**src/sv/i2cgx_pkg.sv**
```systemverilog
package i2cgx_pkg;

  localparam int LED_CAPACITY = 128;
  localparam int LED_BYTES    = LED_CAPACITY * 3;
  localparam int LED_AW       = $clog2(LED_BYTES);

  typedef logic [1:0] op_t;
  typedef logic [1:0] dev_t;

  // bus event codes
  localparam op_t OP_ADDR  = 2'd0;
  localparam op_t OP_WRITE = 2'd1;
  localparam op_t OP_READ  = 2'd2;
  localparam op_t OP_STOP  = 2'd3;

  // selected device codes
  localparam dev_t DEV_NONE     = 2'd0;
  localparam dev_t DEV_EXPANDER = 2'd1;
  localparam dev_t DEV_LEDS     = 2'd2;

  localparam logic [7:0]  ADDR_MASK     = 8'hf9;
  localparam logic [6:0]  EXP_ADDR      = 7'h20;
  localparam logic [6:0]  LED_ADDR      = 7'h30;
  localparam logic [7:0]  LED_COUNT_REG = 8'hff;
  localparam logic [15:0] PTR_PENDING   = 16'hffff;
  localparam logic [7:0]  REG_RESET     = 8'hff;

endpackage

```
**src/sv/i2c_gpio_expander_led_regs.sv**
```systemverilog
// Byte-level I2C target register file. Each transfer on the in_ channel is one
// bus event (address byte, written byte, read request, stop); each produces
// exactly one transfer on the out_ channel carrying the read byte, the
// current pin drive and pull-up maps, and the LED launch flag and count.
// Device 0x20-0x23 is a 16-bit GPIO expander; 0x30-0x33 is an LED byte store
// of 384 bytes held in a single-port synchronous RAM. The RAM is read or
// written as an event is accepted into the middle stage, and the result
// register loads from that stage once the output side can take it; in_stall
// holds off a new event until the middle stage empties. The LED RAM is
// zeroed after reset by a clearing pass over all 384 bytes, in_stall high.
module i2c_gpio_expander_led_regs (
  input  logic                  clk,
  input  logic                  rst_n,
  input  logic                  in_valid,
  output logic                  in_stall,
  input  i2cgx_pkg::op_t        in_operation,
  input  logic [7:0]            in_bus_byte,
  input  logic [7:0]            in_port_a_pins,
  input  logic [7:0]            in_port_b_pins,
  input  logic [7:0]            in_port_c_pins,
  output logic                  out_valid,
  input  logic                  out_stall,
  output logic [7:0]            out_read_data,
  output logic [7:0]            out_port_a_level,
  output logic [7:0]            out_port_b_level,
  output logic [7:0]            out_port_c_level,
  output logic [7:0]            out_port_a_input_mode,
  output logic [7:0]            out_port_b_input_mode,
  output logic [7:0]            out_port_c_input_mode,
  output logic                  out_led_start,
  output logic [7:0]            out_led_count
);
  import i2cgx_pkg::*;

  // architectural state
  dev_t        dev_r, dev_nxt;
  logic [7:0]  ptr_r, ptr_nxt;
  logic [15:0] cnt_r, cnt_nxt;
  logic [7:0]  pend_r, pend_nxt;
  logic [7:0]  outreg_r [2];
  logic [7:0]  dirreg_r [2];

  // LED byte RAM
  logic [7:0]        led_mem [LED_BYTES];
  logic [7:0]        mem_q_r;
  logic              mem_we, mem_re;
  logic [LED_AW-1:0] mem_addr;
  logic [7:0]        mem_wdata;

  // clearing pass
  logic              clr_busy_r;
  logic [LED_AW-1:0] clr_addr_r;

  // middle stage (waits for RAM read data)
  logic       s1_r;
  logic       s1_mem_sel_r, s1_mem_sel_nxt;
  logic [7:0] s1_rd_r, s1_rd_nxt;
  logic       s1_start_r, s1_start_nxt;
  logic [7:0] s1_count_r, s1_count_nxt;

  // result register
  logic       out_valid_r;
  logic [7:0] out_rd_r;
  logic       out_start_r;
  logic [7:0] out_count_r;
  logic [7:1] out_lvl0_r, out_lvl1_r;
  logic [7:1] out_mode0_r, out_mode1_r;

  logic        acc, s1_adv;
  logic [9:0]  ptr3;
  logic [16:0] led_idx;
  logic [16:0] reg_pos;
  logic        led_in_range;
  logic        ptr_is_out, ptr_is_dir, pos_is_out, pos_is_dir;
  logic [6:0]  addr7;
  logic [7:0]  in_word;
  logic        in_bit0;
  logic        led_wr_en, out_wr_en, dir_wr_en;

  assign acc      = in_valid && !in_stall;
  assign in_stall = clr_busy_r || s1_r;
  assign s1_adv   = s1_r && (!out_valid_r || !out_stall);

  assign ptr3         = {1'b0, ptr_r, 1'b0} + {2'b00, ptr_r};
  assign led_idx      = {7'd0, ptr3} + {1'b0, cnt_r};
  assign reg_pos      = {9'd0, ptr_r} + {1'b0, cnt_r};
  assign led_in_range = led_idx < 17'(LED_BYTES);
  assign ptr_is_out   = (ptr_r == 8'd2) || (ptr_r == 8'd3);
  assign ptr_is_dir   = (ptr_r == 8'd6) || (ptr_r == 8'd7);
  assign pos_is_out   = (reg_pos == 17'd2) || (reg_pos == 17'd3);
  assign pos_is_dir   = (reg_pos == 17'd6) || (reg_pos == 17'd7);
  assign addr7        = 7'((in_bus_byte & ADDR_MASK) >> 1);

  // unconnected input bit 0 reads the direction bit when set, else output bit
  always_comb begin
    in_bit0 = dirreg_r[reg_pos[0]][0] | outreg_r[reg_pos[0]][0];
    if (reg_pos[0] == 1'b0) begin
      in_word = {in_port_a_pins[7:1], in_bit0};
    end else begin
      in_word = {in_port_b_pins[7:3], in_port_c_pins[4:3], in_bit0};
    end
  end

  always_comb begin
    dev_nxt        = dev_r;
    ptr_nxt        = ptr_r;
    cnt_nxt        = cnt_r;
    pend_nxt       = pend_r;
    s1_mem_sel_nxt = 1'b0;
    s1_rd_nxt      = '0;
    s1_start_nxt   = 1'b0;
    s1_count_nxt   = '0;
    led_wr_en      = 1'b0;
    out_wr_en      = 1'b0;
    dir_wr_en      = 1'b0;
    case (in_operation)
      OP_ADDR: begin
        if (addr7 == EXP_ADDR) begin
          dev_nxt = DEV_EXPANDER;
        end else if (addr7 == LED_ADDR) begin
          dev_nxt = DEV_LEDS;
        end else begin
          dev_nxt = DEV_NONE;
        end
        cnt_nxt = in_bus_byte[0] ? 16'd0 : PTR_PENDING;
      end
      OP_WRITE: begin
        if (cnt_r == PTR_PENDING) begin
          ptr_nxt = in_bus_byte;
        end else if (dev_r == DEV_LEDS) begin
          if (ptr_r == LED_COUNT_REG) begin
            pend_nxt = in_bus_byte;
          end else if (led_in_range) begin
            led_wr_en = 1'b1;
          end
        end else if (dev_r == DEV_EXPANDER) begin
          if (ptr_is_out && pos_is_out) begin
            out_wr_en = 1'b1;
          end else if (ptr_is_dir && pos_is_dir) begin
            dir_wr_en = 1'b1;
          end
        end
        cnt_nxt = cnt_r + 16'd1;
      end
      OP_READ: begin
        if (dev_r == DEV_LEDS) begin
          if (ptr_r == LED_COUNT_REG) begin
            s1_rd_nxt = 8'(LED_CAPACITY);
          end else if (led_in_range) begin
            s1_mem_sel_nxt = 1'b1;
          end
        end else if (dev_r == DEV_EXPANDER) begin
          if (ptr_r <= 8'd1 && reg_pos <= 17'd1) begin
            s1_rd_nxt = in_word;
          end else if (ptr_is_out && pos_is_out) begin
            s1_rd_nxt = outreg_r[reg_pos[0]];
          end else if (ptr_is_dir && pos_is_dir) begin
            s1_rd_nxt = dirreg_r[reg_pos[0]];
          end
        end
        cnt_nxt = cnt_r + 16'd1;
      end
      default: begin
        if (dev_r == DEV_LEDS && ptr_r == LED_COUNT_REG && pend_r != 8'd0) begin
          s1_start_nxt = 1'b1;
          s1_count_nxt = pend_r;
          pend_nxt     = 8'd0;
        end
        ptr_nxt = 8'd0;
      end
    endcase
  end

  // RAM port: clearing pass owns it until done
  always_comb begin
    mem_we    = clr_busy_r || (acc && led_wr_en);
    mem_re    = acc && s1_mem_sel_nxt;
    mem_addr  = clr_busy_r ? clr_addr_r : led_idx[LED_AW-1:0];
    mem_wdata = clr_busy_r ? 8'd0 : in_bus_byte;
  end

  always_ff @(posedge clk) begin
    if (mem_we) begin
      led_mem[mem_addr] <= mem_wdata;
    end
    if (mem_re) begin
      mem_q_r <= led_mem[mem_addr];
    end
  end

  always_ff @(posedge clk) begin
    if (!rst_n) begin
      clr_busy_r <= 1'b1;
      clr_addr_r <= '0;
    end else if (clr_busy_r) begin
      clr_addr_r <= clr_addr_r + LED_AW'(1);
      if (clr_addr_r == LED_AW'(LED_BYTES - 1)) begin
        clr_busy_r <= 1'b0;
      end
    end
  end

  always_ff @(posedge clk) begin
    if (!rst_n) begin
      dev_r       <= DEV_NONE;
      ptr_r       <= 8'd0;
      cnt_r       <= 16'd0;
      pend_r      <= 8'd0;
      outreg_r[0] <= REG_RESET;
      outreg_r[1] <= REG_RESET;
      dirreg_r[0] <= REG_RESET;
      dirreg_r[1] <= REG_RESET;
    end else if (acc) begin
      dev_r  <= dev_nxt;
      ptr_r  <= ptr_nxt;
      cnt_r  <= cnt_nxt;
      pend_r <= pend_nxt;
      if (out_wr_en) begin
        outreg_r[reg_pos[0]] <= in_bus_byte;
      end
      if (dir_wr_en) begin
        dirreg_r[reg_pos[0]] <= in_bus_byte;
      end
    end
  end

  always_ff @(posedge clk) begin
    if (!rst_n) begin
      s1_r <= 1'b0;
    end else if (acc) begin
      s1_r <= 1'b1;
    end else if (s1_adv) begin
      s1_r <= 1'b0;
    end
  end

  always_ff @(posedge clk) begin
    if (acc) begin
      s1_mem_sel_r <= s1_mem_sel_nxt;
      s1_rd_r      <= s1_rd_nxt;
      s1_start_r   <= s1_start_nxt;
      s1_count_r   <= s1_count_nxt;
    end
  end

  always_ff @(posedge clk) begin
    if (!rst_n) begin
      out_valid_r <= 1'b0;
    end else if (s1_adv) begin
      out_valid_r <= 1'b1;
    end else if (!out_stall) begin
      out_valid_r <= 1'b0;
    end
  end

  // pin maps are captured with the result so they hold while it waits
  always_ff @(posedge clk) begin
    if (s1_adv) begin
      out_rd_r    <= s1_mem_sel_r ? mem_q_r : s1_rd_r;
      out_start_r <= s1_start_r;
      out_count_r <= s1_count_r;
      out_lvl0_r  <= outreg_r[0][7:1];
      out_lvl1_r  <= outreg_r[1][7:1];
      out_mode0_r <= dirreg_r[0][7:1];
      out_mode1_r <= dirreg_r[1][7:1];
    end
  end

  assign out_valid             = out_valid_r;
  assign out_read_data         = out_rd_r;
  assign out_led_start         = out_start_r;
  assign out_led_count         = out_count_r;
  assign out_port_a_level      = {out_lvl0_r, 1'b0};
  assign out_port_b_level      = {out_lvl1_r[7:3], 3'b000};
  assign out_port_c_level      = {3'b000, out_lvl1_r[2:1], 3'b000};
  assign out_port_a_input_mode = {out_mode0_r, 1'b0};
  assign out_port_b_input_mode = {out_mode1_r[7:3], 3'b000};
  assign out_port_c_input_mode = {3'b000, out_mode1_r[2:1], 3'b000};

`ifndef SYNTHESIS
  a_one_in_flight: assert property (@(posedge clk) disable iff (!rst_n)
    (in_valid && !in_stall) |=> in_stall)
    else $error("event accepted while previous still in flight");

  a_no_out_during_clear: assert property (@(posedge clk) disable iff (!rst_n)
    clr_busy_r |-> !out_valid_r)
    else $error("result emitted during RAM clearing pass");

  a_start_count: assert property (@(posedge clk) disable iff (!rst_n)
    (out_valid && out_led_start) |-> (out_led_count != 8'd0 && out_read_data == 8'd0))
    else $error("LED launch with zero count or read data");

  a_ram_exclusive: assert property (@(posedge clk) disable iff (!rst_n)
    !(mem_re && clr_busy_r) && !(mem_re && mem_we))
    else $error("RAM read collides with write or clearing pass");
`endif

endmodule

```
**config.mk**
```make
export PLATFORM = sky130hd
export DESIGN_NAME = i2c_gpio_expander_led_regs
export DESIGN_NICKNAME = d
export VERILOG_FILES = /design/src/sv/i2cgx_pkg.sv /design/src/sv/i2c_gpio_expander_led_regs.sv
export SDC_FILE = /design/constraint.sdc
export NUM_CORES = 2
export LEC_CHECK = 0
export ABC_AREA = 1
export ABC_CLOCK_PERIOD_IN_PS = 33700
export BUFFER_PORTS_ARGS = -buffer_cell sky130_fd_sc_hd__buf_4
export CORE_MARGIN = 4
export CORE_UTILIZATION = 40
export DETAILED_ROUTE_END_ITERATION = 16
export MAX_ROUTING_LAYER = met4
export SETUP_SLACK_MARGIN = 0.3
export SYNTH_ARGS = -nofsm -noshare
export SYNTH_HDL_FRONTEND = slang
export SYNTH_SLANG_ARGS = --single-unit
export TNS_END_PERCENT = 20
```
**constraint.sdc**
```tcl
create_clock -name clk -period 33.7 [get_ports clk]
set_input_delay 8.425 -clock clk [delete_from_list [all_inputs] [get_ports clk]]
set_output_delay 8.425 -clock clk [all_outputs]
set_load 0.01 [all_outputs]
```
# Word-level counts from Yosys, hierarchy flattened
# Memories as Yosys holds them, arrays and structs flattened. A register that Yosys moved wholly into a read port is not among the register bits.
# Cells that the tools add are included.
# totals
reg_bits,81
ramBits,3104
out_inout_bits,67
mem_count,3
# memory_table
memory,depth,width,rd,rd_ports_with_merged_regs,write_ports,line_no,text
led_mem,384,8,1,1,1,i2c_gpio_expander_led_regs.sv:44,logic [7:0] led_mem [LED_BYTES];
dirreg_r,2,8,3,2,2,i2c_gpio_expander_led_regs.sv:41,logic [7:0] dirreg_r [2];
outreg_r,2,8,3,2,2,i2c_gpio_expander_led_regs.sv:40,logic [7:0] outreg_r [2];
# classes
add_sub_neg,5
magnitude_cmp,3
eq_ne,22
muxes,62
bitwise_logic,3
n_reduce_logical,34
# ops
cell,count
$mux W8,16
$mux W1,39
$eq A17 B2 Y1 const B,2
$eq A17 B3 Y1 const B,2
$pmux W16 S2,1
$pmux W8 S2,2
$add A10 B16 Y17,1
$add A8 B16 Y17,1
$le A17 B1 Y1 const B,1
$lt A17 B9 Y1 const B,1
$add A16 B1 Y16 const B,1
$eq A16 B16 Y1 const B,1
$eq A8 B2 Y1 const B,2
$eq A8 B3 Y1 const B,2
$mux W16,1
$reduce_or A8 Y1,2
$add A9 B8 Y10,1
$eq A5 B4 Y1 const B,2
$add A9 B1 Y9 const B,1
$eq A9 B9 Y1 const B,1
$logic_and A1 B1 Y1,9
$mux W9,1
$eq A8 B8 Y1 const B,1
$le A8 B1 Y1 const B,1
18 further kinds,37

# Depth between registers and ports, before layout
# logic_depth
word_depth,16
mapped_depth,22
mapped_depth_nobuf,20

# Worst setup path before layout
# No wires, ideal clock.
# synth_path
path_kind,input port to flip-flop
from,input in_bus_byte[6]
to,"memory led_mem[0][6], data pin"
setup_ns,1.983
arrival_time_ns,17.343
path_slack_ns,14.374
stages,2
n_path_buf,0
cell_sequence,inv_1 nor2_1
# synth_via
elab_chain_len,1
# synth_lines
element,line_no,text
"start, declared",i2c_gpio_expander_led_regs.sv:17,"input logic [7:0] in_bus_byte,"
$mux W8,i2c_gpio_expander_led_regs.sv:179,mem_wdata = clr_busy_r ? 8'd0 : in_bus_byte;
via mem_wdata[6],i2c_gpio_expander_led_regs.sv:48,logic [7:0] mem_wdata;
"end, declared",i2c_gpio_expander_led_regs.sv:44,
# The timed path passes the listed nets, and every way through them passes these cells.

# Worst setup path in the final report
# layout_path
from,input in_bus_byte[5]
to,"memory led_mem[263][5], data pin"
# Same word-level chain as after synthesis.

==> impl_results.md <==
- Most frequent cells in the layout: 5479 x nand2_1, 3175 x edfxtp_1, 611 x a21oi_1
- Synthesized-area fraction occupied by adder cells: 0.4644%
- Slew margin rel.: 17.15%
- Yosys reg bits: 3221
- Top-Level Pins: 105
- Sequential share of the synthesized area: 72.33%
- Ys Warns: 0
- Max-slew violation total from the final report: 0
- Cells after synthesis: 11780
- Die span in x: 584.8 um
- Largest net degree at the start of global routing: 206
- Mapped cell area: 133100 um2
- Mux contribution to synthesized area: 0.07521%
- Hpwl dp: 203100 um
- Worst skew pair latency: 0.89 ns
- Gr ovfl total: 0
- Netlist cell types: 47
- FP Rows: 211
- Die Height: 584.8 um
- Hold buffers post-CTS: 0
- Mapped Avg Cell Area: 11.30 um2
- P&R area growth vs syn: 11.05%
- Required @ worst endpoint: 34.22 ns
- Via density: 5.325
- Critical path, cell by cell: buf_4 -> inv_1 -> nor2_4 -> buf_12 -> buf_4 -> buf_4
- Simple-gate share of the synthesized area: 19.73%
- Post-CTS sizing: 0
- # fillers: 29980
- Vias in the first global route: 81440
- Status: finished, final reports clean
- Layout Nets: 11730
- Port bufs: 74
- First-pass GRT wire length: 548500 um
- Worst-Margin Slew: 1.230 ns
- Synth Area in XOR/XNOR: 0.1100%
- WL/cell: 23.07 um
- CP max FO: 176
- Final min period: 11.51 ns
- Setup Crit Path Kind: in2reg
- Number of buffers created by CTS: 325
- Slowest stage cell on the critical path: buf_4
- Ys flop type: edfxtp_1
- Worst vdd ir: 0.04392 mV
- Critical path's largest stage delay: 0.87 ns
- Clock Tree Root: clkbuf_16
- Starting DRT DRC Count: 9244
- Full die area: 342000 um2
- GRT Overall Usage: 22.05%
- Fin crit share: 34.15%
- WP data arrival: 12.03 ns
- Placeable Area: 330800 um2
- Post-CTS Setup Inserts: 0
- Initial antenna violation count: 10
- Delay-heaviest family, CP: buffers and inverters
- Buf/Inv on CP: 5
- Layout cells sized above 1: 6.434%
- Total power per unit cell area: 56.89 nW/um2
- Final Skew: 0.03420 ns
- Worst hold path type: reg2reg
- Maximum clock rate: 86.90 MHz
- Post-synth EDFFs: 3175
- Cell leakage power: 0.05420 uW
- Most frequent CP cell: buf_4
- CP Capture Type: register
- Tot Pwr: 8408 uW
- CTS tree: built
- TNS Setup: 0 ns
- # DRC: 0
- RSZ-0062 raised after global routing: no
- Synth async-reset ratio: 0%
- CTS Buffer Depth: 4
- Final number of hold-violating endpoints: 0
- Via count: 86600
- Largest family of logic cells by synthesized area: simple AND/OR/NAND/NOR gates
- Max_cap viols: 0
- Most common cell after layout, fill and taps aside: nand2_1
- H-tree depth: 5
- 1st-pass router iterations: 6
- Clk slew on worst S/H paths: 0.06 ns
- Startpoint Class: input port
- Placer congestion estimate: 0.8629
- Initial Util: 40.23%
- Setup violations, final: 0
- Post-synthesis compound-gate area fraction: 4.353%
- Final ANT Viol Nets: 0
- CTS sink cnt: 3221
- WL final: 375100 um
-- layout make-up --
cell class                 count  area [um2]  share of cell area, %
sequential                  3221       96260                  65.13
multi-input combinational   7738       33220                  22.47
clock buffer                 408        8602                  5.820
tap                         4366        5463                  3.696
timing repair buffer         200        1864                  1.261
clock inverter               166        1733                  1.172
inverter                     157       648.1                 0.4385
antenna                        5       12.51               0.008465
-- metrics by stage --
stage	worst slack, ns	hold WS (ns)	util [%]	cells	cell area, um2
2_1_floorplan	14.37	0.4003	-	11800	133200
3_3_place_gp	21.40	0.4012	41.55	15680	137500
3_5_place_dp	21.34	0.4045	41.55	15680	137500
4_1_cts	22.25	0.4184	44.68	16260	147800
5_1_grt	22.03	0.4213	44.68	16260	147800
6_report	22.19	0.4162	44.68	16260	147800
-- where the power goes --
part           internal (uW)  total, uW  leakage (uW)  switching, uW
Sequential              4340       4340        0.0298           2.30
Clock                   2080       3570       0.00505           1500
Combinational            118        493        0.0193            375
-- flip-flops by register name, indices dropped and copies added, names as in the netlist, 5 cells and up --
register / flops
led_mem: 3072
cnt_r: 16
dirreg_r: 16
outreg_r: 16
clr_addr_r: 9
mem_q_r: 8
out_led_count: 8
out_read_data: 8
pend_r: 8
ptr_r: 8
s1_count_r: 8
s1_rd_r: 8
out_port_a_input_mode: 7
out_port_a_level: 7
out_port_b_input_mode: 5
out_port_b_level: 5
-- worst reg2reg max path, stage by stage (launching register included) --
cell and delay [ns]:
dfxtp_1 0.45, ha_1 0.27, buf_4 0.24, inv_1 0.69, nand2_2 0.25, nand2_8 0.43, buf_4 0.81, inv_8 0.43
nor2_4 0.20, buf_4 0.48, buf_4 0.76, buf_4 0.82, a22oi_1 0.21, nand2_1 0.12, nand2_1 0.05, nand2_1 0.13
nor2_1 0.05, nor2_1 0.25, nor2_1 0.08, nand3_1 0.33, nand3_1 0.25, nand2_1 0.29
-- cells by family after synthesis --
family | after synthesis
adders and majority gates | 44
buffers and inverters | 841
xor gates and xnor gates | 15
and+or+nand+nor | 6587
muxes | 9
other | 1
DFF | 3221
AOI/OAI and AO/OA | 1063
-- cell usage after synthesis, types with 16 or more instances --
library cell | instances | area (um2)
buf_2 | 309 | 1546
dfxtp_1 | 46 | 920.9
nor2_1 | 478 | 1794
o21ai_0 | 213 | 1066
edfxtp_1 | 3175 | 95340
buf_4 | 52 | 390.4
nand4_1 | 291 | 1821
clkbuf_1 | 248 | 930.9
o21ai_1 | 71 | 355.3
nand3_1 | 254 | 1271
inv_1 | 140 | 525.5
nor2_4 | 16 | 180.2
nand2_1 | 5481 | 20570
a22oi_1 | 132 | 991.0
buf_1 | 54 | 202.7
buf_6 | 21 | 236.5
ha_1 | 35 | 437.9
a21oi_1 | 611 | 3058
nor2_2 | 24 | 150.1
-- layer usage --
metal  vias to the layer above  global-route usage, %  part of all wire, %
met5                         -                      -                    0
met4                         0                  7.038                  3.4
met3                       632                  3.838                  8.7
met2                      3591                  34.34                   46
met1                     42410                  29.59                   41
li1                      39960                      -                    -
-- worst paths after layout --
kind	slack, ns	to	start	depth (start not counted)
max	22.19	led_mem[263][5]	in_bus_byte[5]	6
min	0.42	out_led_count[2]	s1_count_r[2]	0
max reg2reg	25.90	mem_q_r[3]	ptr_r[0]	21
min reg2reg	0.42	out_led_count[2]	s1_count_r[2]	0
Power figures use the tool's default switching activity.
